File: src/rtl/core/xtc_pkg.sv
// shared types and constants of the xor limit counting trie
package xtc_pkg;

    localparam int MAX_KEY_BITS = 10;
    localparam int COUNT_BITS   = 12;
    localparam int CFG_BITS     = 4;
    localparam int NODE_BITS    = MAX_KEY_BITS + 1;
    localparam int DEPTH_BITS   = $clog2(MAX_KEY_BITS + 1);

    localparam logic [DEPTH_BITS-1:0] DEPTH_MAX = DEPTH_BITS'(MAX_KEY_BITS);
    localparam logic [COUNT_BITS-1:0] COUNT_MAX = {COUNT_BITS{1'b1}};

    typedef enum logic [1:0] {
        OP_INSERT = 2'd0,
        OP_REMOVE = 2'd1,
        OP_COUNT  = 2'd2,
        OP_NONE   = 2'd3
    } t_opcode;

    typedef enum logic [1:0] {
        ST_OK       = 2'd0,
        ST_ABSENT   = 2'd1,
        ST_OVERFLOW = 2'd2
    } t_status;

    typedef struct packed {
        t_opcode                 opcode;
        logic [MAX_KEY_BITS-1:0] key_value;
        logic [MAX_KEY_BITS-1:0] xor_limit;
    } t_in_req;

    typedef struct packed {
        logic [COUNT_BITS-1:0] match_count;
        t_status               status;
    } t_out_res;

    typedef enum logic [3:0] {
        WS_CLEAR,
        WS_IDLE,
        WS_DESCEND,
        WS_CHECK,
        WS_EVAL,
        WS_UPDATE,
        WS_UPD_TAIL,
        WS_QUERY,
        WS_Q_LAST,
        WS_Q_TAIL,
        WS_FINISH
    } t_walk_state;

endpackage

File: src/rtl/core/xtc_walker.sv
// bit serial trie walker: clearing pass, insert, remove and count sequencing
module xtc_walker (
    input  logic                                i_clk,
    input  logic                                i_rst_n,
    input  logic                                i_cfg_we,
    input  logic [xtc_pkg::CFG_BITS-1:0]        i_cfg_wdata,
    input  logic                                i_in_valid,
    output logic                                o_in_stall,
    input  xtc_pkg::t_in_req                    i_in_req,
    output logic                                o_res_valid,
    output xtc_pkg::t_out_res                   o_res,
    input  logic                                i_res_take,
    output logic                                o_ram_we,
    output logic [xtc_pkg::NODE_BITS-1:0]       o_ram_waddr,
    output logic [xtc_pkg::COUNT_BITS-1:0]      o_ram_wdata,
    output logic [xtc_pkg::NODE_BITS-1:0]       o_ram_raddr,
    input  logic [xtc_pkg::COUNT_BITS-1:0]      i_ram_rdata
);

    xtc_pkg::t_walk_state                  r_state, n_state;
    logic [xtc_pkg::DEPTH_BITS-1:0]        r_depth, n_depth;
    xtc_pkg::t_opcode                      r_op, n_op;
    logic [xtc_pkg::MAX_KEY_BITS-1:0]      r_key, n_key;
    logic [xtc_pkg::MAX_KEY_BITS-1:0]      r_key_hold, n_key_hold;
    logic [xtc_pkg::MAX_KEY_BITS-1:0]      r_lim, n_lim;
    logic [xtc_pkg::NODE_BITS-1:0]         r_node, n_node;
    logic [xtc_pkg::DEPTH_BITS-1:0]        r_lvl, n_lvl;
    logic [xtc_pkg::COUNT_BITS-1:0]        r_sum, n_sum;
    xtc_pkg::t_status                      r_status, n_status;
    logic                                  r_wr_pend, n_wr_pend;
    logic [xtc_pkg::NODE_BITS-1:0]         r_wr_addr, n_wr_addr;
    logic                                  r_acc_pend, n_acc_pend;
    logic [xtc_pkg::NODE_BITS-1:0]         r_clr_addr, n_clr_addr;

    logic                                  key_msb;
    logic                                  lim_msb;
    logic [xtc_pkg::NODE_BITS-1:0]         node_step;
    logic [xtc_pkg::DEPTH_BITS-1:0]        align_sh;
    logic [xtc_pkg::DEPTH_BITS-1:0]        cfg_depth;
    logic [xtc_pkg::NODE_BITS-1:0]         raddr;

    assign key_msb   = r_key[xtc_pkg::MAX_KEY_BITS-1];
    assign lim_msb   = r_lim[xtc_pkg::MAX_KEY_BITS-1];
    assign node_step = {r_node[xtc_pkg::NODE_BITS-2:0], key_msb};
    // top key bit in use lands on the msb of the shift registers
    assign align_sh  = xtc_pkg::DEPTH_MAX - r_depth;

    always_comb begin
        if (i_cfg_wdata == '0) begin
            cfg_depth = xtc_pkg::DEPTH_BITS'(1);
        end else if (int'(i_cfg_wdata) > xtc_pkg::MAX_KEY_BITS) begin
            cfg_depth = xtc_pkg::DEPTH_MAX;
        end else begin
            cfg_depth = xtc_pkg::DEPTH_BITS'(i_cfg_wdata);
        end
    end

    always_comb begin
        n_state    = r_state;
        n_depth    = r_depth;
        n_op       = r_op;
        n_key      = r_key;
        n_key_hold = r_key_hold;
        n_lim      = r_lim;
        n_node     = r_node;
        n_lvl      = r_lvl;
        n_sum      = r_sum;
        n_status   = r_status;
        n_wr_pend  = 1'b0;
        n_wr_addr  = r_wr_addr;
        n_acc_pend = 1'b0;
        n_clr_addr = r_clr_addr;
        raddr      = r_node;

        // read data from the previous cycle's count read
        if (r_acc_pend) begin
            n_sum = r_sum + i_ram_rdata;
        end

        unique case (r_state)
            xtc_pkg::WS_CLEAR: begin
                n_clr_addr = r_clr_addr + 1'b1;
                if (&r_clr_addr) begin
                    n_state = xtc_pkg::WS_IDLE;
                end
            end
            xtc_pkg::WS_IDLE: begin
                if (i_in_valid) begin
                    n_op       = i_in_req.opcode;
                    n_key      = i_in_req.key_value << align_sh;
                    n_key_hold = i_in_req.key_value << align_sh;
                    n_lim      = i_in_req.xor_limit << align_sh;
                    n_node     = xtc_pkg::NODE_BITS'(1);
                    n_lvl      = r_depth;
                    n_sum      = '0;
                    n_status   = xtc_pkg::ST_OK;
                    unique case (i_in_req.opcode)
                        xtc_pkg::OP_INSERT: n_state = xtc_pkg::WS_CHECK;
                        xtc_pkg::OP_REMOVE: n_state = xtc_pkg::WS_DESCEND;
                        xtc_pkg::OP_COUNT:  n_state = xtc_pkg::WS_QUERY;
                        default:            n_state = xtc_pkg::WS_FINISH;
                    endcase
                end
            end
            xtc_pkg::WS_DESCEND: begin
                // build the leaf index one key bit per cycle
                n_node = node_step;
                n_key  = r_key << 1;
                n_lvl  = r_lvl - 1'b1;
                if (r_lvl == xtc_pkg::DEPTH_BITS'(1)) begin
                    n_state = xtc_pkg::WS_CHECK;
                end
            end
            xtc_pkg::WS_CHECK: begin
                n_state = xtc_pkg::WS_EVAL;
            end
            xtc_pkg::WS_EVAL: begin
                if (r_op == xtc_pkg::OP_INSERT && i_ram_rdata == xtc_pkg::COUNT_MAX) begin
                    n_status = xtc_pkg::ST_OVERFLOW;
                    n_state  = xtc_pkg::WS_FINISH;
                end else if (r_op == xtc_pkg::OP_REMOVE && i_ram_rdata == '0) begin
                    n_status = xtc_pkg::ST_ABSENT;
                    n_state  = xtc_pkg::WS_FINISH;
                end else begin
                    n_node  = xtc_pkg::NODE_BITS'(1);
                    n_key   = r_key_hold;
                    n_lvl   = r_depth;
                    n_state = xtc_pkg::WS_UPDATE;
                end
            end
            xtc_pkg::WS_UPDATE: begin
                // read here, write back in the following cycle while the next level reads
                n_wr_pend = 1'b1;
                n_wr_addr = r_node;
                n_node    = node_step;
                n_key     = r_key << 1;
                if (r_lvl == '0) begin
                    n_state = xtc_pkg::WS_UPD_TAIL;
                end else begin
                    n_lvl = r_lvl - 1'b1;
                end
            end
            xtc_pkg::WS_UPD_TAIL: begin
                n_state = xtc_pkg::WS_FINISH;
            end
            xtc_pkg::WS_QUERY: begin
                // limit bit set: take the whole subtree on the equal side, go the other way
                raddr      = node_step;
                n_acc_pend = lim_msb;
                n_node     = {r_node[xtc_pkg::NODE_BITS-2:0], key_msb ^ lim_msb};
                n_key      = r_key << 1;
                n_lim      = r_lim << 1;
                n_lvl      = r_lvl - 1'b1;
                if (r_lvl == xtc_pkg::DEPTH_BITS'(1)) begin
                    n_state = xtc_pkg::WS_Q_LAST;
                end
            end
            xtc_pkg::WS_Q_LAST: begin
                n_acc_pend = 1'b1;
                n_state    = xtc_pkg::WS_Q_TAIL;
            end
            xtc_pkg::WS_Q_TAIL: begin
                n_state = xtc_pkg::WS_FINISH;
            end
            xtc_pkg::WS_FINISH: begin
                if (i_res_take) begin
                    n_state = xtc_pkg::WS_IDLE;
                end
            end
            default: begin
                n_state = xtc_pkg::WS_CLEAR;
            end
        endcase

        // new depth changes the trie layout, so every counter goes back to zero
        if (i_cfg_we) begin
            n_depth    = cfg_depth;
            n_state    = xtc_pkg::WS_CLEAR;
            n_clr_addr = '0;
        end
    end

    always_ff @(posedge i_clk) begin
        if (!i_rst_n) begin
            r_state    <= xtc_pkg::WS_CLEAR;
            r_depth    <= xtc_pkg::DEPTH_MAX;
            r_clr_addr <= '0;
            r_wr_pend  <= 1'b0;
            r_acc_pend <= 1'b0;
        end else begin
            r_state    <= n_state;
            r_depth    <= n_depth;
            r_clr_addr <= n_clr_addr;
            r_wr_pend  <= n_wr_pend;
            r_acc_pend <= n_acc_pend;
        end
    end

    always_ff @(posedge i_clk) begin
        r_op       <= n_op;
        r_key      <= n_key;
        r_key_hold <= n_key_hold;
        r_lim      <= n_lim;
        r_node     <= n_node;
        r_lvl      <= n_lvl;
        r_sum      <= n_sum;
        r_status   <= n_status;
        r_wr_addr  <= n_wr_addr;
    end

    assign o_in_stall  = (r_state != xtc_pkg::WS_IDLE);
    assign o_res_valid = (r_state == xtc_pkg::WS_FINISH);
    assign o_res       = '{match_count: r_sum, status: r_status};

    assign o_ram_raddr = raddr;
    assign o_ram_we    = (r_state == xtc_pkg::WS_CLEAR) || r_wr_pend;
    assign o_ram_waddr = (r_state == xtc_pkg::WS_CLEAR) ? r_clr_addr : r_wr_addr;
    assign o_ram_wdata = (r_state == xtc_pkg::WS_CLEAR) ? '0 :
                         (r_op == xtc_pkg::OP_INSERT) ? i_ram_rdata + 1'b1 :
                                                       i_ram_rdata - 1'b1;

`ifndef NO_ASSERTIONS
    a_no_rw_collision: assert property (@(posedge i_clk) disable iff (!i_rst_n)
        (r_wr_pend && r_state == xtc_pkg::WS_UPDATE) |-> (raddr != r_wr_addr))
        else $error("walker reads the counter it is writing back");

    a_insert_no_wrap: assert property (@(posedge i_clk) disable iff (!i_rst_n)
        (r_wr_pend && r_op == xtc_pkg::OP_INSERT) |-> (i_ram_rdata != xtc_pkg::COUNT_MAX))
        else $error("insert wraps a counter on its path");

    a_remove_no_wrap: assert property (@(posedge i_clk) disable iff (!i_rst_n)
        (r_wr_pend && r_op == xtc_pkg::OP_REMOVE) |-> (i_ram_rdata != '0))
        else $error("remove takes a counter on its path below zero");

    a_result_settled: assert property (@(posedge i_clk) disable iff (!i_rst_n)
        o_res_valid |-> (!r_wr_pend && !r_acc_pend))
        else $error("result offered with a memory access still in flight");
`endif

endmodule

File: config.mk
export PLATFORM = sky130hd
export DESIGN_NAME = xtc_walker
export DESIGN_NICKNAME = d
export VERILOG_FILES = /design/src/rtl/core/xtc_pkg.sv /design/src/rtl/core/xtc_walker.sv
export SDC_FILE = /design/constraint.sdc
export NUM_CORES = 1
export LEC_CHECK = 0
export CORE_ASPECT_RATIO = 0.75
export CORE_MARGIN = 2
export CORE_UTILIZATION = 51
export CTS_BUF_LIST = sky130_fd_sc_hd__clkbuf_4
export DETAILED_ROUTE_END_ITERATION = 6
export DONT_BUFFER_PORTS = 1
export PLACE_DENSITY = 0.69
export SYNTH_ARGS = -nofsm -noshare
export SYNTH_HDL_FRONTEND = slang
export SYNTH_SLANG_ARGS = --single-unit
export TNS_END_PERCENT = 100
File: constraint.sdc
create_clock -name i_clk -period 5.4 [get_ports i_clk]
set_clock_uncertainty 0.05 [all_clocks]
set_input_delay 0.27 -clock i_clk [delete_from_list [all_inputs] [get_ports i_clk]]
set_output_delay 0.27 -clock i_clk [all_outputs]
set_load 0.02 [all_outputs]
### Yosys cells after proc, flatten, opt, wreduce, memory -nomap -nowiden

Cells that the tools add are included.

| operators by class | value |
|---|---|
| shift-type cells | 2 |
| bitwise logic cells | 2 |
| order comparisons | 1 |
| multiplexer cells | 40 |
| reductions and logical operators | 27 |
| add/subtract/negate cells | 6 |
| equality and inequality tests | 26 |

Operators with widths:

| cell | number |
|---|---|
| 12-bit 2-to-1 mux | 5 |
| 4-bit 2-to-1 mux | 14 |
| 11-bit 2-to-1 mux | 5 |
| 11-bit case mux with 4 select lines | 1 |
| 10-bit 2-to-1 mux | 4 |
| 4-bit case mux with 10 select lines | 1 |
| 10-bit case mux with 3 select lines | 1 |
| 10-bit case mux with 2 select lines | 1 |
| 10-bit by 4-bit << shifter with 10-bit output | 2 |
| 4-bit by 3-bit equality test with 1-bit output, second input constant | 4 |
| 2-bit != test, second input constant | 8 |
| 4-bit case mux with 4 select lines | 1 |
| 12-bit by 1-bit adder with 12-bit output, second input constant | 1 |
| 12-bit adder | 1 |
| 12-bit equality test, second input constant | 1 |
| 4-bit equality test, second input constant | 3 |
| 12-bit logical NOT | 1 |
| 4-bit logical NOT | 3 |
| 4-bit case mux with 3 select lines | 1 |
| 12-bit by 1-bit subtractor with 12-bit output, second input constant | 1 |
| 11-bit by 1-bit adder with 11-bit output, second input constant | 1 |
| 11-bit AND reduction | 1 |
| 4-bit by 1-bit equality test with 1-bit output, second input constant | 2 |
| 4-bit by 2-bit equality test with 1-bit output, second input constant | 2 |
| 27 further kinds | 39 |

| word-level totals | value |
|---|---|
| word-level logic and storage cells | 118 |
| input port bits | 43 |
| output and inout bits | 51 |
| flip-flop bits (word level) | 93 |

### Longest topological paths before layout

| logic depth | value |
|---|---|
| depth after elaboration | 5 |
| gate-level depth with buffers | 9 |
| gate-level depth less buffers | 9 |

### Least setup slack after synthesis

Ideal clock, no wire load.

| path | value |
|---|---|
| kind | register -> output |
| start point | register r_op[1] |
| end point | output port o_ram_wdata[11] (netlist bit) |
| setup slack | 2.529 ns |
| path buffers | 0 |
| data required time | 5.080 ns |
| arrival | 2.551 ns |
| stages on the path, launching flop included | 9 |
| cells stage by stage | edfxtp_1 -> or2_4 -> ha_1 -> a21o_1 -> a21o_1 -> a2111oi_0 -> o21bai_1 -> a211oi_1 -> mux2i_1 |

| between the ends | value |
|---|---|
| longest elaborated chain between the ends | 3 |

RTL lines:

| what | line | RTL |
|---|---|---|
| start: declaration | xtc_walker.sv:22 | `xtc_pkg::t_opcode r_op, n_op;` |
| start signal: assignment | xtc_walker.sv:200 | `r_op <= n_op;` |
| 2-bit logical NOT | xtc_walker.sv:219 | `(r_op == xtc_pkg::OP_INSERT) ? i_ram_rdata + 1'b1 :` |
| 12-bit 2-to-1 mux | xtc_walker.sv:219 |  |
| 12-bit 2-to-1 mux | xtc_walker.sv:218 | `assign o_ram_wdata = (r_state == xtc_pkg::WS_CLEAR) ? '0 :` |
| end: declaration | xtc_walker.sv:15 | `output logic [xtc_pkg::COUNT_BITS-1:0] o_ram_wdata,` |

Every way passes these cells.

### Worst setup path after layout

Same ends and word-level chain as after synthesis.

==> results.cfg <==
[hold_path]
min_from = i_cfg_wdata[1]
hp-class = input port to flip-flop
whs_path_depth = 3
holdPathEnd = r_depth[0]

[global_route]
grt_first_pass_wirelength_mm = 22.3
grt_max_degree = 31
antenna_found_initial = 0
grt_pass1_vias = 4516
track_usage = 0.223
overflow = 0

[sta]
setup_viol = 0
min_period_over_period = 0.662
rsz0062_at_grt = false
tightest_slew_ns = 1.07
fmax_mhz = 280
setup_tns_ns = 0
period_minus_slack_ns = 3.58
drv_slew = 0
hold_violations = 0
slew_headroom = 0.283

[floorplan]
core-area_mm2 = 0.0114
pin_count = 94
row_count = 34
fp.dieH_um = 97.3
die_w_um = 128
die_area_mm2 = 0.0125
start_util = 0.517

[routing]
drt_wl_total_mm = 13.5
drtIter0Drc = 398
wire_per_inst_um = 16.7
drc = 0
postRouteAntennaNets = 0
vias = 4783
vias_per_cell = 5.93
drtPass1Iterations = 7

[cells_and_area]
drive_above_1_share = 0.0680
final_util = 0.540
final_nets = 727
final_cell_mix = nand2_1 (134), edfxtp_1 (60), nor2_1 (56), a21oi_1 (38), o21ai_0 (37)
diodes = 0
final_common_cell = nand2_1
area_growth_pct = 4.57

[synth]
yosysTopAreaCellShare = 0.305
ys.flop_type = edfxtp_1
yosys_warnings = 0
syn-instance-count = 667
netlist_area_mm2 = 0.00591
synth_seq_cells = 93
synth_cell_type_count = 54
synth.avg_cell_area_um2 = 8.87
syn-num-nets = 737
synthArstFlopShare = 0
yosys-top-cells-area = edfxtp_1 (30%), dfxtp_1 (11%), nand2_1 (8.5%)
synth_top_area_cell = edfxtp_1
yosysSeqAreaShare = 0.416
synth-edff-count = 60

[critical_path]
rr_worst_depth = 7
crit_path_start_kind = flip-flop
worst-setup-path-type = flip-flop to primary output
r2r_end = r_lvl[2]
critPathCaptureType = primary output
path_max_fanout = 12
required_ns = 5.08
regToRegSetupSlack_ns = 2.05
worstPathArrival_ns = 3.26
r2r-start = r_state[0]

[cts]
root_buffer = clkbuf_4
ctsResizeCount = 0
hold_buffers = 9
clock_latency_ns = 0.46
cts_tree = done
htree_levels = 3
clk_path_buf_depth = 2
numCtsBuffers = 9
cts_setup_buffers = 0
clock-sinks = 93
clkTransAtPathRegs_ns = 0.16

[power]
power_density_mw_per_mm2 = 229
combPwrFrac = 0.188
pwr-share-clk = 0.241
swShare = 0.301
peakVddDrop_uv = 102
p_sw_uw = 427
seqPwrFrac = 0.571
p_leak_uw = 0.00235
internal_power_uw = 990

[flow_run]
max_cap_violations = 0

[placed_design]
gp_congestion = 0.882
place.port_buffers = 0
dpl.hpwl_mm = 9.95

[run_status]
status = complete, no violations
registers in the layout, indices dropped and copies added, names as in the netlist:
signal and count:
r_wr_pend 1, r_lvl 4, r_status 2, r_lim 10
r_key 10, r_op 2, r_sum 12, r_depth 4
r_clr_addr 11, r_wr_addr 11, r_node 11, r_state 4
r_key_hold 10, r_acc_pend 1
layer usage:
metal  global-route usage  wire (um)  share of wire
met1                0.316       6470           0.48
met2                0.345       5950           0.44
met3               0.0479        825          0.061
met4               0.0600        247          0.018
met5                    0          0              0
worst max-delay path: stages, from the launching register on:
cell and delay [ns]:
edfxtp_1 0.43, or2_4 0.34, ha_1 0.29, a21o_1 0.18
a21o_1 0.21, a2111oi_0 0.40, o21bai_1 0.18, a211oi_1 0.29
mux2i_1 0.49
cell usage after synthesis, types with 2 or more instances:
cell type,instances
o21bai_1,4
and2_1,14
and3_1,3
mux2_2,13
a211o_1,2
nor4b_1,2
a211oi_1,12
a21oi_1,39
o31ai_1,4
or3_1,6
ha_1,25
edfxtp_1,60
xnor2_1,16
mux2i_1,22
a21o_1,9
nand3_1,16
or2_2,7
dfxtp_1,33
a31oi_1,5
nor2b_1,9
nand4_1,9
nand2b_1,9
a22o_1,3
a221o_1,3
o211ai_1,4
buf_2,10
o21ai_0,37
mux4_2,2
nor3_1,18
a2111oi_0,2
xor2_1,11
nor2_1,56
nor4_1,3
inv_1,14
and4_1,2
nand4b_1,2
a22oi_1,5
nand3b_1,3
clkbuf_1,22
o22ai_1,2
nand2_1,134
o21a_1,2
fa_1,2
power groups by stage:
| stage | Clock, uW | Sequential, uW | Combinational (uW) |
|---|---|---|---|
| after global routing | 370 | 813 | 302 |
| final | 341 | 810 | 266 |
| after CTS | 350 | 810 | 263 |
| after floorplan | 0 | 816 | 217 |
| after detailed placement | 0 | 826 | 256 |
| after global placement | 0 | 825 | 248 |
final cells by class:
type,instances,area [um2]
Tap cell,144,180
Clock inverter,7,50.0
Inverter,14,52.6
Sequential cell,93,2460
Timing Repair Buffer,12,113
Fill cell,1036,5260
Clock buffer,9,67.6
Multi-Input combinational cell,527,3260
logic make-up after synthesis:
family | Yosys count | synth area share
and+or+nand+nor | 297 | 0.234
AOI/OAI and AO/OA | 139 | 0.147
DFF | 93 | 0.416
buffers and inverters | 47 | 0.0332
muxes | 37 | 0.0696
xor gates and xnor gates | 27 | 0.0400
adders and majority gates | 27 | 0.0597
through the flow:
stage	setup slack, ns	instance area [um2]	power (uW)	hold slack (ns)	instances
floorplan	2.53	5910	1030	0.282	667
global placement	2.19	5980	1070	0.286	781
CTS	1.78	6180	1420	0.00255	806
detailed placement	2.03	5980	1080	0.287	781
finish	1.82	6180	1420	0.0187	806
global route	1.47	6180	1480	0.0225	806
worst max path at each step:
| stage | start | to | slack [ns] |
|---|---|---|---|
| CTS | r_op[1] | o_ram_wdata[11] | 1.78 |
| global route | r_op[1] | o_ram_wdata[11] | 1.47 |
| floorplan | r_op[1] | o_ram_wdata[11] | 2.53 |
| finish | r_op[1] | o_ram_wdata[11] | 1.82 |
| global placement | r_state[0] | r_lvl[1] | 2.19 |
| detailed placement | r_state[0] | r_lvl[0] | 2.03 |
(Power assumes the default switching activity.)
